File: src/hdl/dtc_pkg.sv
// Package for the digit template classifier: shared constants, operation codes
// and the control word that the sequencer sends to every class cell.
// No dependencies.
`default_nettype none

package dtc_pkg;

  // Default sizes of the classifier.
  localparam int NUM_CLASSES_DEF = 10;
  localparam int NUM_PIXELS_DEF  = 25;
  localparam int CONF_WIDTH_DEF  = 16;

  // Fixed field widths of the item and result words.
  localparam int IMAGE_W = 25;
  localparam int LABEL_W = 4;
  localparam int CLASS_W = 4;
  localparam int SCORE_W = 22;

  // Number of pixel terms that a cell adds into its score in one cycle.
  localparam int PIX_PER_STEP = 8;

  // Operation codes of the operation field.
  localparam logic OP_CLASSIFY = 1'b0;
  localparam logic OP_TRAIN    = 1'b1;

  // Control word broadcast from the sequencer to all class cells.
  typedef struct packed {
    logic clear;  // zero the score accumulator
    logic accum;  // add the selected pixel group into the accumulator
    logic train;  // apply one training update
    logic fair;   // raise the counters of the classes that are not labelled
  } ctrl_t;

endpackage

`default_nettype wire

File: src/hdl/dtc_cell.sv
// One class cell of the classifier chain: template, confidence counters, score
// accumulator and one compare stage of the best-class chain.
// Depends on dtc_pkg.
`default_nettype none

module dtc_cell
  import dtc_pkg::*;
#(
  parameter int NUM_PIXELS = NUM_PIXELS_DEF,
  parameter int CONF_WIDTH = CONF_WIDTH_DEF,
  parameter int CLASS_IDX  = 0,
  parameter int ACC_W      = CONF_WIDTH + $clog2(NUM_PIXELS + 1) + 1,
  parameter int GW         = 1
) (
  input  wire logic                    clk_i,
  input  wire logic                    rst_ni,
  input  wire ctrl_t                   ctrl_i,
  input  wire logic [NUM_PIXELS-1:0]   pix_i,
  input  wire logic [LABEL_W-1:0]      label_i,
  input  wire logic [GW-1:0]           grp_i,
  input  wire logic [CLASS_W-1:0]      prev_class_i,
  input  wire logic signed [ACC_W-1:0] prev_score_i,
  output logic      [CLASS_W-1:0]      best_class_o,
  output logic signed [ACC_W-1:0]      best_score_o
);

  localparam int NG_PAD = 1 << GW;
  localparam logic [CONF_WIDTH-1:0] CONF_MAX = {CONF_WIDTH{1'b1}};
  localparam logic [CLASS_W-1:0]    MY_CLASS = CLASS_W'(CLASS_IDX);

  logic [NUM_PIXELS-1:0] tmpl_q, tmpl_d;
  logic [CONF_WIDTH-1:0] conf_q [NUM_PIXELS];
  logic [CONF_WIDTH-1:0] conf_d [NUM_PIXELS];
  logic signed [ACC_W-1:0] acc_q, acc_d;
  logic signed [ACC_W-1:0] grp_sum;
  logic [CLASS_W-1:0]      best_class_q, best_class_d;
  logic signed [ACC_W-1:0] best_score_q, best_score_d;
  logic                    mine;

  // Pixel groups padded to a power of two; pixels past the end score zero.
  logic [CONF_WIDTH-1:0]   conf_pad  [NG_PAD][PIX_PER_STEP];
  logic [PIX_PER_STEP-1:0] match_pad [NG_PAD];

  for (genvar g = 0; g < NG_PAD; g++) begin : g_grp
    for (genvar j = 0; j < PIX_PER_STEP; j++) begin : g_pix
      localparam int P = g * PIX_PER_STEP + j;
      if (P < NUM_PIXELS) begin : g_real
        assign conf_pad[g][j]  = conf_q[P];
        assign match_pad[g][j] = (pix_i[P] == tmpl_q[P]);
      end else begin : g_pad
        assign conf_pad[g][j]  = '0;
        assign match_pad[g][j] = 1'b1;
      end
    end
  end

  // Signed sum of the selected pixel group.
  always_comb begin
    logic signed [ACC_W-1:0] term;
    grp_sum = '0;
    for (int j = 0; j < PIX_PER_STEP; j++) begin
      term = $signed({{(ACC_W-CONF_WIDTH){1'b0}}, conf_pad[grp_i][j]});
      if (match_pad[grp_i][j]) begin
        grp_sum = grp_sum + term;
      end else begin
        grp_sum = grp_sum - term;
      end
    end
  end

  always_comb begin
    acc_d = acc_q;
    if (ctrl_i.clear) begin
      acc_d = '0;
    end else if (ctrl_i.accum) begin
      acc_d = acc_q + grp_sum;
    end
  end

  // Training update, all counters of the cell in parallel.
  assign mine = (label_i == MY_CLASS);

  always_comb begin
    logic hit;
    logic raise;
    tmpl_d = tmpl_q;
    for (int p = 0; p < NUM_PIXELS; p++) begin
      hit       = (pix_i[p] == tmpl_q[p]);
      raise     = (ctrl_i.fair && !mine) || (mine && hit);
      conf_d[p] = conf_q[p];
      if (ctrl_i.train) begin
        if (raise) begin
          if (conf_q[p] != CONF_MAX) begin
            conf_d[p] = conf_q[p] + 1'b1;
          end
        end else if (mine) begin
          if (conf_q[p] == '0) begin
            tmpl_d[p] = ~tmpl_q[p];
            conf_d[p] = CONF_WIDTH'(1);
          end else begin
            conf_d[p] = conf_q[p] - 1'b1;
          end
        end
      end
    end
  end

  // Chain stage: keep the neighbor's best unless this class scores strictly higher.
  always_comb begin
    if (CLASS_IDX == 0 || acc_q > prev_score_i) begin
      best_class_d = MY_CLASS;
      best_score_d = acc_q;
    end else begin
      best_class_d = prev_class_i;
      best_score_d = prev_score_i;
    end
  end

  always_ff @(posedge clk_i or negedge rst_ni) begin
    if (!rst_ni) begin
      tmpl_q       <= '0;
      acc_q        <= '0;
      best_class_q <= '0;
      best_score_q <= '0;
      for (int p = 0; p < NUM_PIXELS; p++) begin
        conf_q[p] <= '0;
      end
    end else begin
      tmpl_q       <= tmpl_d;
      acc_q        <= acc_d;
      best_class_q <= best_class_d;
      best_score_q <= best_score_d;
      for (int p = 0; p < NUM_PIXELS; p++) begin
        conf_q[p] <= conf_d[p];
      end
    end
  end

  assign best_class_o = best_class_q;
  assign best_score_o = best_score_q;

endmodule

`default_nettype wire

File: config.mk
export PLATFORM = sky130hd
export DESIGN_NAME = dtc_cell
export DESIGN_NICKNAME = d
export VERILOG_FILES = /design/src/hdl/dtc_pkg.sv /design/src/hdl/dtc_cell.sv
export SDC_FILE = /design/constraint.sdc
export NUM_CORES = 2
export LEC_CHECK = 0
export BUFFER_PORTS_ARGS = -buffer_cell sky130_fd_sc_hd__buf_2
export CELL_PAD_IN_SITES_DETAIL_PLACEMENT = 1
export CELL_PAD_IN_SITES_GLOBAL_PLACEMENT = 1
export CORE_AREA = 2 2 345 347
export DETAILED_ROUTE_END_ITERATION = 16
export DIE_AREA = 0 0 347 349
export PLACE_DENSITY_LB_ADDON = 0.05
export SYNTH_ARGS = -nofsm -noshare
export SYNTH_HDL_FRONTEND = slang
export SYNTH_SLANG_ARGS = --single-unit
File: constraint.sdc
create_clock -name clk_i -period 12.9 [get_ports clk_i]
set_clock_uncertainty 0.2 [all_clocks]
set_input_delay 1.935 -clock clk_i [delete_from_list [all_inputs] [get_ports clk_i]]
set_output_delay 1.935 -clock clk_i [all_outputs]
set_load 0.05 [all_outputs]
Word-level counts from Yosys, hierarchy flattened. Index checks and enable logic that the tools add are counted.

Bitwise logic cells: 33. $lt $le $gt $ge: 1. Add/sub/neg operators: 48. Reduce and logical (&&, ||, !) cells: 100. Equality and inequality tests: 48. Muxes and demuxes: 80.

Operators by type and width (number): $mux 16 (64); $mux 128 (3); $add 16x1->16 const B (16); $logic_not 16->1 (16); $ne 16x16->1 const B (16); $sub 16x1->16 const B (16); $mux 22 (10); $add 22x17->22 (7); $sub 22x17->22 (7); $reduce_and 4->1 (16); $reduce_and 3->1 (16); $reduce_bool 2->1 (17); $ne 2x1->1 const B (16); $not 1->1 (32); $mux 8 (3); $add 22x22->22 (1); $logic_and 1x1->1 (17); $sub 1x16->17 const A (1); $eq 1x1->1 (16); $logic_or 1x1->1 (16); $logic_not 4->1 (1); $ge 2x2->1 const B (1); $not 1->2 (1); $logic_not 1->1 (1).

Register bits: 316. Logic and storage cells: 344. Output and inout bits: 26. Input bits: 62.

Depth between registers and ports, before layout.
Word-level depth: 23. Mapped depth: 68. Mapped depth without buffers: 58.

Least setup slack after synthesis. OpenSTA, ideal clock, no wires.

Path kind: input port to flip-flop. Start: in grp_i. End: reg acc_q[21]. Arrival time: 14.660 ns. Setup slack: -2.084 ns. Cell stages on the path: 65. Buffers on the path: 11. Library setup time: 0.124 ns. Cells stage by stage: buf_2 buf_4 buf_4 buf_2 buf_4 buf_4 clkbuf_1 clkbuf_1 buf_1 clkbuf_1 clkbuf_1 nand2_1 o21a_1 ha_1 nand3_1 nand2_1 xor2_1 ha_1 [... 29 more ...] ha_1 nand2_1 nor2_1 or4b_2 nand3b_1 xor2_1 ha_1 or2_2 a21oi_1 a21oi_1 xor2_1 ha_1 nand2_1 o21ai_0 xnor3_1 xnor3_1 and3_1 a211o_1.

Word-level cells in the longest chain between the ends: 23. Elaborated cells on any way between the ends: 33. Those cells by class: 16 x add/sub; 16 x mux; 1 x bitwise.

RTL lines: from (decl) (line dtc_cell.sv:20) `input wire logic [GW-1:0] grp_i,`; $not 1->2 (implied by the code) * (line dtc_cell.sv:62, dtc_cell.sv:63); $mux 128 (implied by the code) (3 in series) (line dtc_cell.sv:62) `term = $signed({{(ACC_W-CONF_WIDTH){1'b0}}, conf_pad[grp_i][j]});`; $sub 1x16->17 (line dtc_cell.sv:66) `grp_sum = grp_sum - term;`; $mux 22 (line dtc_cell.sv:63) `if (match_pad[grp_i][j]) begin`; $sub 22x17->22 / $add 22x17->22 (equally long branches) (line dtc_cell.sv:66, dtc_cell.sv:64); $mux 22 (line dtc_cell.sv:63); $sub 22x17->22 / $add 22x17->22 (equally long branches) (line dtc_cell.sv:66, dtc_cell.sv:64); $mux 22 (line dtc_cell.sv:63); [... 5 more ...]; $mux 22 (line dtc_cell.sv:63); $sub 22x17->22 / $add 22x17->22 (equally long branches) (line dtc_cell.sv:66, dtc_cell.sv:64); $mux 22 (line dtc_cell.sv:63); $sub 22x17->22 / $add 22x17->22 (equally long branches) (line dtc_cell.sv:66, dtc_cell.sv:64); $mux 22 * (line dtc_cell.sv:63); $add 22x22->22 * (line dtc_cell.sv:76) `acc_d = acc_q + grp_sum;`; $mux 22 * (line dtc_cell.sv:75) `end else if (ctrl_i.accum) begin`; $mux 22 * (line dtc_cell.sv:73) `if (ctrl_i.clear) begin`; to (signal assigned) (line dtc_cell.sv:122) `acc_q <= '0;`; to (signal assigned) (line dtc_cell.sv:130) `acc_q <= acc_d;`; to (decl) (line dtc_cell.sv:34) `logic signed [ACC_W-1:0] acc_q, acc_d;`.

Every way passes the cells marked *; elsewhere a longest branch is shown, timed or not. The select of a mux whose other input is x is not followed. A chain may end at the register's enable or synchronous reset.

Worst setup path after layout. Ends and elaborated chain as after synthesis.

==> results_dict.tcl <==
set metrics [dict create \
    grt_max_degree 89 \
    dieHeight_um 349 \
    slowest_delay_ns 0.52 \
    vias 32900 \
    endpoint_kind "flop" \
    max_freq_mhz 81.0 \
    layout_setup_ws_ns 0.557 \
    layout-drive-gt1-share_pct 14.6 \
    syn_area_um2 32600 \
    die_x_um 347 \
    ys_ff_latch 316 \
    path_common_cell "ha_1" \
    grt_pass1_vias 33400 \
    synthDistinctLibCells 96 \
    io_buffers 48 \
    dp_hpwl_um 96400 \
    worst-path-buf-inv 6 \
    clock_sinks 316 \
    start_kind "input port" \
    multi_input_area_um2 23700 \
    maxCapViolCount 0 \
    syn-instance-count 4369 \
    setup_viol 0 \
    ant_nets 0 \
    clk_latency_ns 0.65 \
    antenna_found_initial 1 \
    min_period_ns 12.34 \
    grt-ovfl-total 0 \
    numCtsBuffers 48 \
    yosysMostFrequentCell "nor2_1" \
    grtUsageTotal_pct 20.4 \
    synth_seq_area_share_pct 24.2 \
    htreeDepth 2 \
    worstSetupPathType "input port to flop" \
    nNetsFinal 4894 \
    yosysTopAreaCell "dfrtp_1" \
    worst-slew-pin-transition_ns 1.06 \
    regArea_um2 7910 \
    fillers 14200 \
    syn_to_final_growth_pct 19.4 \
    drtIter0Drc 1486 \
    cts_tree "yes" \
    gp_congestion 0.807 \
    grt_pass1_wl_um 198000 \
    clk_pin_slew_ns 0.06 \
    dieArea_um2 121000 \
    synth-edff-count 0 \
    wl_um 125000 \
    path_delay_family "compound AO/OA/AOI/OAI gates" \
    yosys_warnings 0 \
    synth_area_per_cell_um2 7.47 \
    drc 0 \
    ys_async_sr_fraction_pct 100 \
    hold_class "flop to flop" \
    maxSlewHeadroom_pct 29.4 \
    clockBufferDepth 3 \
    yosys-top-cells-count "nor2_1 (474), a21oi_1 (422), nand2_1 (408)" \
    final_core_util_pct 33.2 \
    synth_top_area_share_pct 24.2 \
    cp.arrival_ns 12.68 \
    post-route-period-util_pct 95.7 \
    antennaDiodeCount 0 \
    drv_slew 0 \
    status "complete, no violations" \
    first_pass_iters 6 \
    crit_slowest_cell "or4_4" \
    ctsHoldBuffers 0 \
    wl_per_cell_um 20.2 \
    cts_root_buf "clkbuf_16" \
    synthTopCellsByArea "dfrtp_1 (24%), ha_1 (8.0%), a21oi_1 (6.5%)" \
    dominantRegCellSynth "dfrtp_1" \
    crit_fanout 7 \
    start_util_pct 27.8 \
    finalHoldViolCount 0 \
    vias_per_cell 5.33 \
    place_ws_ns -0.716 \
    core_um2 117000 \
    worstPathRequired_ns 13.24 \
    ios 88 \
    fp-row-count 126 \
]
-- worst paths after layout --
check                               from  slack, ns  cells after the start         endpoint
min reg2reg                     acc_q[2]       0.21                      0  best_score_o[2]
min                             acc_q[2]       0.21                      0  best_score_o[2]
max                                grp_i       0.56                     54        acc_q[21]
max reg2reg                conf_pad[240]       1.50                     53        acc_q[21]
min in group asynchronous         rst_ni       1.08                      1         acc_q[9]
max in group asynchronous         rst_ni       9.44                      3    conf_pad[218]
-- per-stage QoR --
step           cell area [um2]  cells  setup TNS [ns]  hold slack [ns]
2_1_floorplan            32800   4372          -0.174            0.177
3_3_place_gp             36900   6084          -0.667            0.209
3_5_place_dp             36900   6084          -0.826            0.207
4_1_cts                  38500   6166               0            0.220
5_1_grt                  39000   6184         -0.0415            0.231
6_report                 39000   6184               0            0.214
-- layout make-up --
class | count | share of cell area [%]
Clock buffer | 62 | 3.48
Timing Repair Buffer | 458 | 8.64
Sequential cell | 316 | 20.3
Inverter | 116 | 1.12
Clock inverter | 20 | 0.616
Tap cell | 1536 | 4.93
Multi-Input combinational cell | 3676 | 60.9
-- registers in the layout, indices dropped and copies added (netlist names) --
signal	flops
best_score_o	22
conf_pad	256
acc_q	22
tmpl_q	16
-- cell usage in the layout, fill, tap and decap left out, types with 39 or more instances in the layout --
master	instances
nor2_1	472
nand2_1	407
buf_4	406
a21oi_1	402
o21ai_0	334
dfrtp_1	316
ha_1	199
xnor2_1	197
nor3_1	177
mux2i_1	130
xor2_1	123
nand3_1	122
inv_1	113
o31ai_1	86
and3_1	69
a31oi_1	68
or3_1	62
nand4_1	58
a21o_1	53
nand2b_1	52
nor4_1	50
clkbuf_16	49
buf_2	46
o22ai_1	42
nor2b_1	39
-- cell families after synthesis --
logic type	Yosys count	share of synthesized area [%]
mux	151	4.69
other cells	1	0.0115
xor+xnor	331	9.05
flops	316	24.2
simple gates	1661	24.6
fa+ha+maj	216	8.46
compound gates	1313	24.4
buf+inv	380	4.61
-- layer usage --
| metal | global-route usage (%) | up-vias | share of wire, % |
|---|---|---|---|
| met4 | 5.39 | 0 | 2.4 |
| li1 | - | 16400 | - |
| met1 | 27.9 | 16200 | 49 |
| met2 | 34.2 | 272 | 47 |
| met5 | 0 | - | 0 |
| met3 | 2.03 | 111 | 2.3 |
-- what timing repair did --
action	in CTS	in global routing
gates resized for setup	3	80
endpoints found under the setup margin	1	3
pin swaps	0	41
buffers inserted	0	18
Power is not shown: default switching activity piles up to over one toggle a cycle in this logic, so the estimate is an artifact.
