<file path="src/hdl/dtc_pkg.sv">
// Package for the digit template classifier: shared constants, operation codes
// and the control word that the sequencer sends to every class cell.
// No dependencies.
`default_nettype none

package dtc_pkg;

  // Default sizes of the classifier.
  localparam int NUM_CLASSES_DEF = 10;
  localparam int NUM_PIXELS_DEF  = 25;
  localparam int CONF_WIDTH_DEF  = 16;

  // Fixed field widths of the item and result words.
  localparam int IMAGE_W = 25;
  localparam int LABEL_W = 4;
  localparam int CLASS_W = 4;
  localparam int SCORE_W = 22;

  // Number of pixel terms that a cell adds into its score in one cycle.
  localparam int PIX_PER_STEP = 8;

  // Operation codes of the operation field.
  localparam logic OP_CLASSIFY = 1'b0;
  localparam logic OP_TRAIN    = 1'b1;

  // Control word broadcast from the sequencer to all class cells.
  typedef struct packed {
    logic clear;  // zero the score accumulator
    logic accum;  // add the selected pixel group into the accumulator
    logic train;  // apply one training update
    logic fair;   // raise the counters of the classes that are not labelled
  } ctrl_t;

endpackage

`default_nettype wire

</file>
<file path="src/hdl/dtc_ctrl.sv">
// Sequencer of the classifier: input capture, phase control of the cell chain
// and the result word register.
// Depends on dtc_pkg.
`default_nettype none

module dtc_ctrl
  import dtc_pkg::*;
#(
  parameter int NUM_CLASSES = NUM_CLASSES_DEF,
  parameter int NUM_GROUPS  = 4,
  parameter int ACC_W       = 22,
  parameter int GW          = 2
) (
  input  wire logic                    clk_i,
  input  wire logic                    rst_ni,
  input  wire logic                    in_valid_i,
  output logic                         in_ready_o,
  input  wire logic                    operation_i,
  input  wire logic [IMAGE_W-1:0]      image_i,
  input  wire logic [LABEL_W-1:0]      label_i,
  input  wire logic                    fair_mode_i,
  output logic                         out_valid_o,
  input  wire logic                    out_ready_i,
  output logic [CLASS_W-1:0]           predicted_class_o,
  output logic signed [SCORE_W-1:0]    best_score_o,
  output logic                         label_invalid_o,
  output ctrl_t                        ctrl_o,
  output logic [IMAGE_W-1:0]           image_o,
  output logic [LABEL_W-1:0]           label_o,
  output logic [GW-1:0]                grp_o,
  input  wire logic [CLASS_W-1:0]      chain_class_i,
  input  wire logic signed [ACC_W-1:0] chain_score_i
);

  localparam int MAXC  = (NUM_CLASSES > NUM_GROUPS) ? NUM_CLASSES : NUM_GROUPS;
  localparam int CNT_W = $clog2(MAXC + 1);
  localparam logic [CNT_W-1:0]   LAST_GRP   = CNT_W'(NUM_GROUPS - 1);
  localparam logic [CNT_W-1:0]   LAST_CLASS = CNT_W'(NUM_CLASSES - 1);
  localparam logic [CLASS_W:0]   CLASS_LIM  = (CLASS_W+1)'(NUM_CLASSES);

  typedef enum logic [2:0] {
    S_IDLE,
    S_ACCUM,
    S_CHAIN,
    S_TRAIN,
    S_RESULT
  } state_e;

  state_e               state_q;
  logic [CNT_W-1:0]     cnt_q;
  logic                 op_q;
  logic [IMAGE_W-1:0]   image_q;
  logic [LABEL_W-1:0]   label_q;
  logic                 fair_q;
  logic                 inv_q;
  logic                 out_valid_q;
  logic [CLASS_W-1:0]   class_q;
  logic signed [SCORE_W-1:0] score_q;
  logic                 invalid_q;
  logic                 accept;
  logic                 load;
  logic                 bad_label;

  assign in_ready_o = (state_q == S_IDLE);
  assign accept     = in_valid_i && in_ready_o;
  assign load       = (state_q == S_RESULT) && (!out_valid_q || out_ready_i);
  assign bad_label  = ({1'b0, label_i} >= CLASS_LIM);

  // Sequencer and result word register.
  always_ff @(posedge clk_i or negedge rst_ni) begin
    if (!rst_ni) begin
      state_q     <= S_IDLE;
      cnt_q       <= '0;
      op_q        <= OP_CLASSIFY;
      image_q     <= '0;
      label_q     <= '0;
      fair_q      <= 1'b0;
      inv_q       <= 1'b0;
      out_valid_q <= 1'b0;
      class_q     <= '0;
      score_q     <= '0;
      invalid_q   <= 1'b0;
    end else begin
      if (out_valid_q && out_ready_i && !load) begin
        out_valid_q <= 1'b0;
      end
      case (state_q)
        S_IDLE: begin
          if (accept) begin
            op_q    <= operation_i;
            image_q <= image_i;
            label_q <= label_i;
            fair_q  <= fair_mode_i;
            inv_q   <= (operation_i == OP_TRAIN) && bad_label;
            cnt_q   <= '0;
            if (operation_i == OP_CLASSIFY) begin
              state_q <= S_ACCUM;
            end else if (bad_label) begin
              state_q <= S_RESULT;
            end else begin
              state_q <= S_TRAIN;
            end
          end
        end
        S_ACCUM: begin
          if (cnt_q == LAST_GRP) begin
            cnt_q   <= '0;
            state_q <= S_CHAIN;
          end else begin
            cnt_q <= cnt_q + 1'b1;
          end
        end
        S_CHAIN: begin
          if (cnt_q == LAST_CLASS) begin
            cnt_q   <= '0;
            state_q <= S_RESULT;
          end else begin
            cnt_q <= cnt_q + 1'b1;
          end
        end
        S_TRAIN: begin
          state_q <= S_RESULT;
        end
        S_RESULT: begin
          if (load) begin
            out_valid_q <= 1'b1;
            if (op_q == OP_CLASSIFY) begin
              class_q   <= chain_class_i;
              score_q   <= SCORE_W'(chain_score_i);
              invalid_q <= 1'b0;
            end else begin
              class_q   <= '0;
              score_q   <= '0;
              invalid_q <= inv_q;
            end
            state_q <= S_IDLE;
          end
        end
        default: begin
          state_q <= S_IDLE;
        end
      endcase
    end
  end

  // Control word for the cells.
  always_comb begin
    ctrl_o.clear = (state_q == S_IDLE);
    ctrl_o.accum = (state_q == S_ACCUM);
    ctrl_o.train = (state_q == S_TRAIN);
    ctrl_o.fair  = fair_q;
  end

  assign image_o           = image_q;
  assign label_o           = label_q;
  assign grp_o             = cnt_q[GW-1:0];
  assign out_valid_o       = out_valid_q;
  assign predicted_class_o = class_q;
  assign best_score_o      = score_q;
  assign label_invalid_o   = invalid_q;

`ifndef SYNTH
  // Training only ever runs for a label that names an existing class.
  a_train_label: assert property (@(posedge clk_i) disable iff (!rst_ni)
    ctrl_o.train |-> ({1'b0, label_q} < CLASS_LIM))
    else $error("training update with an out-of-range label");

  // A new word only appears after the result phase.
  a_result_src: assert property (@(posedge clk_i) disable iff (!rst_ni)
    $rose(out_valid_o) |-> $past(state_q == S_RESULT))
    else $error("result word raised outside the result phase");

  // One item at a time: after an accept the input side stays closed.
  a_one_item: assert property (@(posedge clk_i) disable iff (!rst_ni)
    (in_valid_i && in_ready_o) |=> !in_ready_o)
    else $error("input taken again while an item is in work");

  // A predicted class always names an existing class.
  a_class_range: assert property (@(posedge clk_i) disable iff (!rst_ni)
    out_valid_o |-> ({1'b0, predicted_class_o} < CLASS_LIM))
    else $error("predicted class out of range");

  // A rejected train word carries no class and no score.
  a_invalid_zero: assert property (@(posedge clk_i) disable iff (!rst_ni)
    (out_valid_o && label_invalid_o) |-> (predicted_class_o == '0 && best_score_o == '0))
    else $error("rejected train word with nonzero class or score");
`endif

endmodule

`default_nettype wire

</file>
<file path="config.mk">
export PLATFORM = sky130hd
export DESIGN_NAME = dtc_ctrl
export DESIGN_NICKNAME = d
export VERILOG_FILES = /design/src/hdl/dtc_pkg.sv /design/src/hdl/dtc_ctrl.sv
export SDC_FILE = /design/constraint.sdc
export NUM_CORES = 1
export LEC_CHECK = 0
export ABC_AREA = 0
export BUFFER_PORTS_ARGS = -buffer_cell sky130_fd_sc_hd__buf_4
export CAP_MARGIN = 20
export CELL_PAD_IN_SITES_DETAIL_PLACEMENT = 1
export CELL_PAD_IN_SITES_GLOBAL_PLACEMENT = 1
export CORE_MARGIN = 1
export CORE_UTILIZATION = 39
export DETAILED_ROUTE_END_ITERATION = 6
export PLACE_DENSITY = 0.92
export SYNTH_ARGS = -nofsm -noshare
export SYNTH_HDL_FRONTEND = slang
export SYNTH_SLANG_ARGS = --single-unit
</file>
<file path="constraint.sdc">
create_clock -name clk_i -period 3.9 [get_ports clk_i]
set_input_delay 0.195 -clock clk_i [delete_from_list [all_inputs] [get_ports clk_i]]
set_output_delay 0.195 -clock clk_i [all_outputs]
set_load 0.02 [all_outputs]
</file>
== Yosys cells after proc, flatten, opt, wreduce, memory -nomap -nowiden ==
Cells that the tools add are included.

* $add $sub $neg: 1
* Magnitude comparators: 1
* Equality and inequality tests: 10
* Multiplexer cells: 17
* Reduce and logical (&&, ||, !) cells: 14

{| class="wikitable"
|+ Operator list
! cell !! number
|-
| $mux W22 || 1
|-
| $mux W3 || 6
|-
| $mux W4 || 4
|-
| $pmux W3 S5 || 1
|-
| $pmux W4 S3 || 1
|-
| $eq A3 B2 Y1 const B || 2
|-
| $reduce_and A2 Y1 || 3
|-
| $logic_and A1 B1 Y1 || 5
|-
| $add A4 B1 Y4 const B || 1
|-
| $eq A4 B2 Y1 const B || 1
|-
| $eq A4 B4 Y1 const B || 1
|-
| $ge A4 B4 Y1 const B || 1
|-
| $mux W1 || 4
|-
| $ne A2 B1 Y1 const B || 2
|-
| $ne A2 B2 Y1 const B || 2
|-
| $reduce_and A4 Y1 || 1
|-
| $eq A3 B1 Y1 const B || 1
|-
| $eq A3 B3 Y1 const B || 1
|-
| $logic_not A3 Y1 || 1
|-
| $reduce_bool A3 Y1 || 1
|-
| $logic_not A1 Y1 || 2
|-
| $logic_or A1 B1 Y1 || 1
|}

* Bits in registers: 67
* Input port bits: 61
* Output and inout bits: 64

== Logic depth before layout (Yosys ltp) ==
* Depth after elaboration: 8
* Mapped depth: 6
* Depth with buffers taken out: 6

== Worst setup path after synthesis ==
OpenSTA, ideal clock, no wires.

* Path kind: reg-to-reg
* From: register state_q[0]
* To: register image_q[10] (netlist: image_o[10])
* Setup time: 0.125 ns
* Arrival: 1.559 ns
* Required time: 3.775 ns
* Path slack: 2.216 ns
* Stages on the path, launching flop included: 7
* Buffers on the path: 3
* Clock period less this slack: 1.684 ns
* Cell sequence: dfrtp_1 -> buf_6 -> nor3_4 -> and2_4 -> buf_12 -> buf_12 -> mux2_4

* Longest elaborated chain between the ends: 3

{| class="wikitable"
|+ Ends and longest elaborated chain
! item !! line !! RTL
|-
| from (decl) || dtc_ctrl.sv:49 || <nowiki>state_e state_q;</nowiki>
|-
| from (signal assigned) || dtc_ctrl.sv:72 || <nowiki>state_q <= S_IDLE;</nowiki>
|-
| from (signal assigned) || dtc_ctrl.sv:97 || <nowiki>state_q <= S_ACCUM;</nowiki>
|-
| from (signal assigned) || dtc_ctrl.sv:99 || <nowiki>state_q <= S_RESULT;</nowiki>
|-
| $logic_not A3 Y1 (*) || dtc_ctrl.sv:64 || <nowiki>assign in_ready_o = (state_q == S_IDLE);</nowiki>
|-
| net in_ready_o || dtc_ctrl.sv:17 || <nowiki>output logic in_ready_o,</nowiki>
|-
| $logic_and A1 B1 Y1 || dtc_ctrl.sv:65 || <nowiki>assign accept = in_valid_i && in_ready_o;</nowiki>
|-
| $reduce_and A2 Y1 (no line) (*) || n/a ||
|-
| to (signal assigned) || dtc_ctrl.sv:91 || <nowiki>image_q <= image_i;</nowiki>
|-
| to (decl) || dtc_ctrl.sv:52 || <nowiki>logic [IMAGE_W-1:0] image_q;</nowiki>
|}

Mark *: on every way through the listed nets, which the timed path passes. The rest lies on a longest branch.
A chain may end at the register's enable or synchronous reset.

== Worst setup path after layout ==
* From: register state_q[1]
* To: register score_q[14] (netlist: best_score_o[14])

* Longest elaborated chain between the ends: 3

{| class="wikitable"
|+ Ends and longest elaborated chain
! item !! line !! RTL
|-
| $eq A3 B3 Y1 (*) || dtc_ctrl.sv:66, dtc_ctrl.sv:87 ||
|-
| $logic_and A1 B1 Y1 || dtc_ctrl.sv:66 || <nowiki>assign load = (state_q == S_RESULT) && (!out_valid_q || out_ready_i);</nowiki>
|-
| $reduce_and A2 Y1 (no line) (*) || n/a ||
|-
| to (signal assigned) || dtc_ctrl.sv:129 || <nowiki>score_q <= SCORE_W'(chain_score_i);</nowiki>
|-
| to (decl) || dtc_ctrl.sv:58 || <nowiki>logic signed [SCORE_W-1:0] score_q;</nowiki>
|}

Every way passes the cells marked *; elsewhere a longest branch is shown, timed or not.

==> reports/qor.csv <==
stage,metric,value,unit
setup_path,CP Cell Sequence,"nor2_1, nand3_2, nand2_1, o21ai_0",
cts,# clock sinks,67,
route,router iterations before antenna repair,4,
sta,final setup violation count,0,
final_layout,area delta synth->final,38.9,%
cts,Longest Clk Path Bufs,2,
pwr,leak pwr,0.00202,µW
floorplanning,IO Pins,125,
setup_path,critical path peak fanout,54,
sta,Final period util,50.6,%
setup_path,Crit path largest cell delay,690,ps
sta,post-route clock skew,12.9,ps
pwr,pwr dens,897,nW/µm²
global_routing,gr usage total,18.6,%
route,met2 wire len,3.34,mm
setup_path,"delay-heaviest family, CP",simple AND/OR/NAND/NOR gates,
final_layout,multi-input logic area,1110,µm²
synthesis,Syn Inst Count,241,
cts,clk_lat worst skew,330,ps
synthesis,synth warn,0,
setup_path,CP required,4080,ps
synthesis,synth unique cells,33,
cts,Num CTS Buffers,9,
sta,total negative setup slack,0,ps
cts,CTS tree,yes,
route,wire length per cell,15.4,µm
setup_path,worst r2r src,state_q[1],
sta,RSZ-0062 raised after global routing,false,
floorplanning,core area,7290,µm²
synthesis,Post-synth EDFFs,0,
route,drt total wl,7.13,mm
sta,Final Hold Vio Count,0,
setup_path,crit path DAT,2150,ps
cts,post-cts sizing count,0,
final_layout,Layout Utilization,56.2,%
synthesis,Synth area leaders,"dfrtp_1 57%, mux2_4 10%, nand2b_1 5.7%, o21ai_0 4.9%, mux2_2 4.6%",
cts,Post-CTS Setup Bufs,0,
cts,clock slew at reported path FFs,80,ps
worst_hold_path,Min-Delay Path Class,in2reg,
final_layout,Final nets,422,
sta,min Tclk post-route,1970,ps
setup_path,CP startpoint,state_q[1],
floorplanning,Die Span Y,89.0,µm
route,DRC,0,
floorplanning,die footprint,7910,µm²
route,Met3 Wirelength,620,µm
floorplanning,Rows,31,
synthesis,Mapped Avg Cell Area,12.2,µm²
sta,Hold WS,96.6,ps
setup_path,critical path launch point type,flip-flop,
job,max cap viols,0,
global_routing,pin count of the biggest net entering global routing,68,
synthesis,Netlist Area Pre-Place,2950,µm²
sta,Pins Over Slew Limit,0,
final_layout,# diodes,0,
final_layout,fillcell total,833,
route,initial drt markers,60,
worst_hold_path,HP Start,image_i[19],
place,RD Place Congestion,0.747,
floorplanning,Die X,89.0,µm
cts,CTS HTree Levels,3,
route,highest routed layer,met4,
place,hpwl dp,5.26,mm
cts,Clock Root Buffer,clkbuf_8,
sta,Max Clock Freq,507,MHz
pwr,VDD IR max,0.000363,V
synthesis,Synth top area share,56.9,%
global_routing,first-pass GRT wire length,11.0,mm
synthesis,main flop type after synthesis,dfrtp_1,
synthesis,Seq cells post-synth,67,
final_layout,share of cells above drive strength 1,48.6,%
route,vias,2204,
status,outcome,"complete, no violations",
synthesis,sequential area share after synthesis,56.9,%
route,Routed Antenna Nets,0,
global_routing,initial antenna violation count,0,
setup_path,slowest CP cell,nand3_2,
setup_path,WP buf/inv,0,
final_layout,Final Instance Count excl. Fillers,463,
sta,Slew HR,42.0,%
setup_path,Setup Crit Path Kind,reg2reg,
final_layout,FF+latch area,1680,µm²
cts,cts hold-fix bufs,1,
route,vias per cell,4.76,
global_routing,total gr overflow,0,
place,placed cells,446,
sta,Worst-Margin Slew,869,ps
setup_path,crit end category,flip-flop,
floorplanning,initial core utilization,40.4,%
global_routing,vias in the first global route,2219,
place,PortBufs,124,
route,M1 WL,3.06,mm
synthesis,Async SR Flop Fraction,100,%
synthesis,syn_nets,304,
synthesis,Synth area leader,dfrtp_1,
-- report_power, final --
group,switching [µW],internal [µW]
Combinational,894,858
Sequential,260,1020
Clock,263,377
-- per-stage QoR --
step	power (µW)	setup WS [ps]	cell area [µm²]
3_3_place_gp	2980	2010	3860
4_1_cts	3730	1910	4100
3_5_place_dp	3060	1900	3860
5_1_grt	3910	1680	4100
2_1_floorplan	2410	2220	2950
6_report	3670	1930	4100
-- final timing paths --
path | end | slack (ps) | depth (start not counted)
setup / recovery | best_score_o[14] | 1930 | 4
hold / removal | image_o[19] | 100 | 2
setup reg to reg | best_score_o[14] | 1930 | 4
hold reg to reg | predicted_class_o[3] | 480 | 2
max in group asynchronous | cnt_q[2] | 2840 | 2
min in group asynchronous | image_o[23] | 510 | 2
-- registers in the layout (all words and copies together) (netlist names) --
register           cells
image_o               25
best_score_o          22
cnt_q                  4
label_o                4
predicted_class_o      4
state_q                3
fair_q                 1
inv_q                  1
label_invalid_o        1
op_q                   1
out_valid_o            1
-- cell families after synthesis --
family	Yosys count	synth area share, %
adder cells (fa/ha/maj)	2	0.848
flip-flops	67	56.9
XOR/XNOR	1	0.297
multiplexers	33	15.1
AND/OR/NAND/NOR	77	13.7
AO/OA/AOI/OAI	39	7.59
buffers and inverters	22	5.60
-- cell type report --
| class | instances | share of cell area [%] |
|---|---|---|
| well taps | 99 | 3.02 |
| flip-flops and latches | 67 | 40.9 |
| clock inverters | 6 | 2.17 |
| multi-input cells | 152 | 27.2 |
| repair buffers | 125 | 23.0 |
| clock buffers | 10 | 3.36 |
| inverters | 4 | 0.367 |
-- per-layer routing --
layer / GRT usage (%) / vias to the layer above
met5: 0 / -
met4: 7.36 / 0
met3: 5.26 / 8
met2: 30.0 / 96
met1: 24.0 / 1054
li1: - / 1046
-- cells in the mapped netlist (2+ instances only) --
master and number:
inv_1 4, dfrtp_1 67, buf_6 2, o21ai_0 29
buf_4 5, nor2_1 4, buf_12 3, o22ai_1 2
nor2b_1 2, nand3_1 3, nand2_1 34, ha_1 2
nand2b_1 27, clkbuf_1 8, mux2_4 20, mux2_2 12
-- placed cells by master (no fill, tap or decap), drive strengths merged, types with 3 or more instances in the layout --
master  Yosys  layout
nand3       3       3
nor2        4       4
nand2b     27      27
dfrtp      67      67
clkbuf      8      10
nand2      34      34
o21ai      30      30
inv         4       4
mux2       32      32
buf        10     124
-- worst register-to-register path: stages, from the launching register on --
cell	delay (ps)
dfrtp_1	510
nor2_1	210
nand3_2	690
nand2_1	310
o21ai_0	110
(Power assumes the default switching activity.)
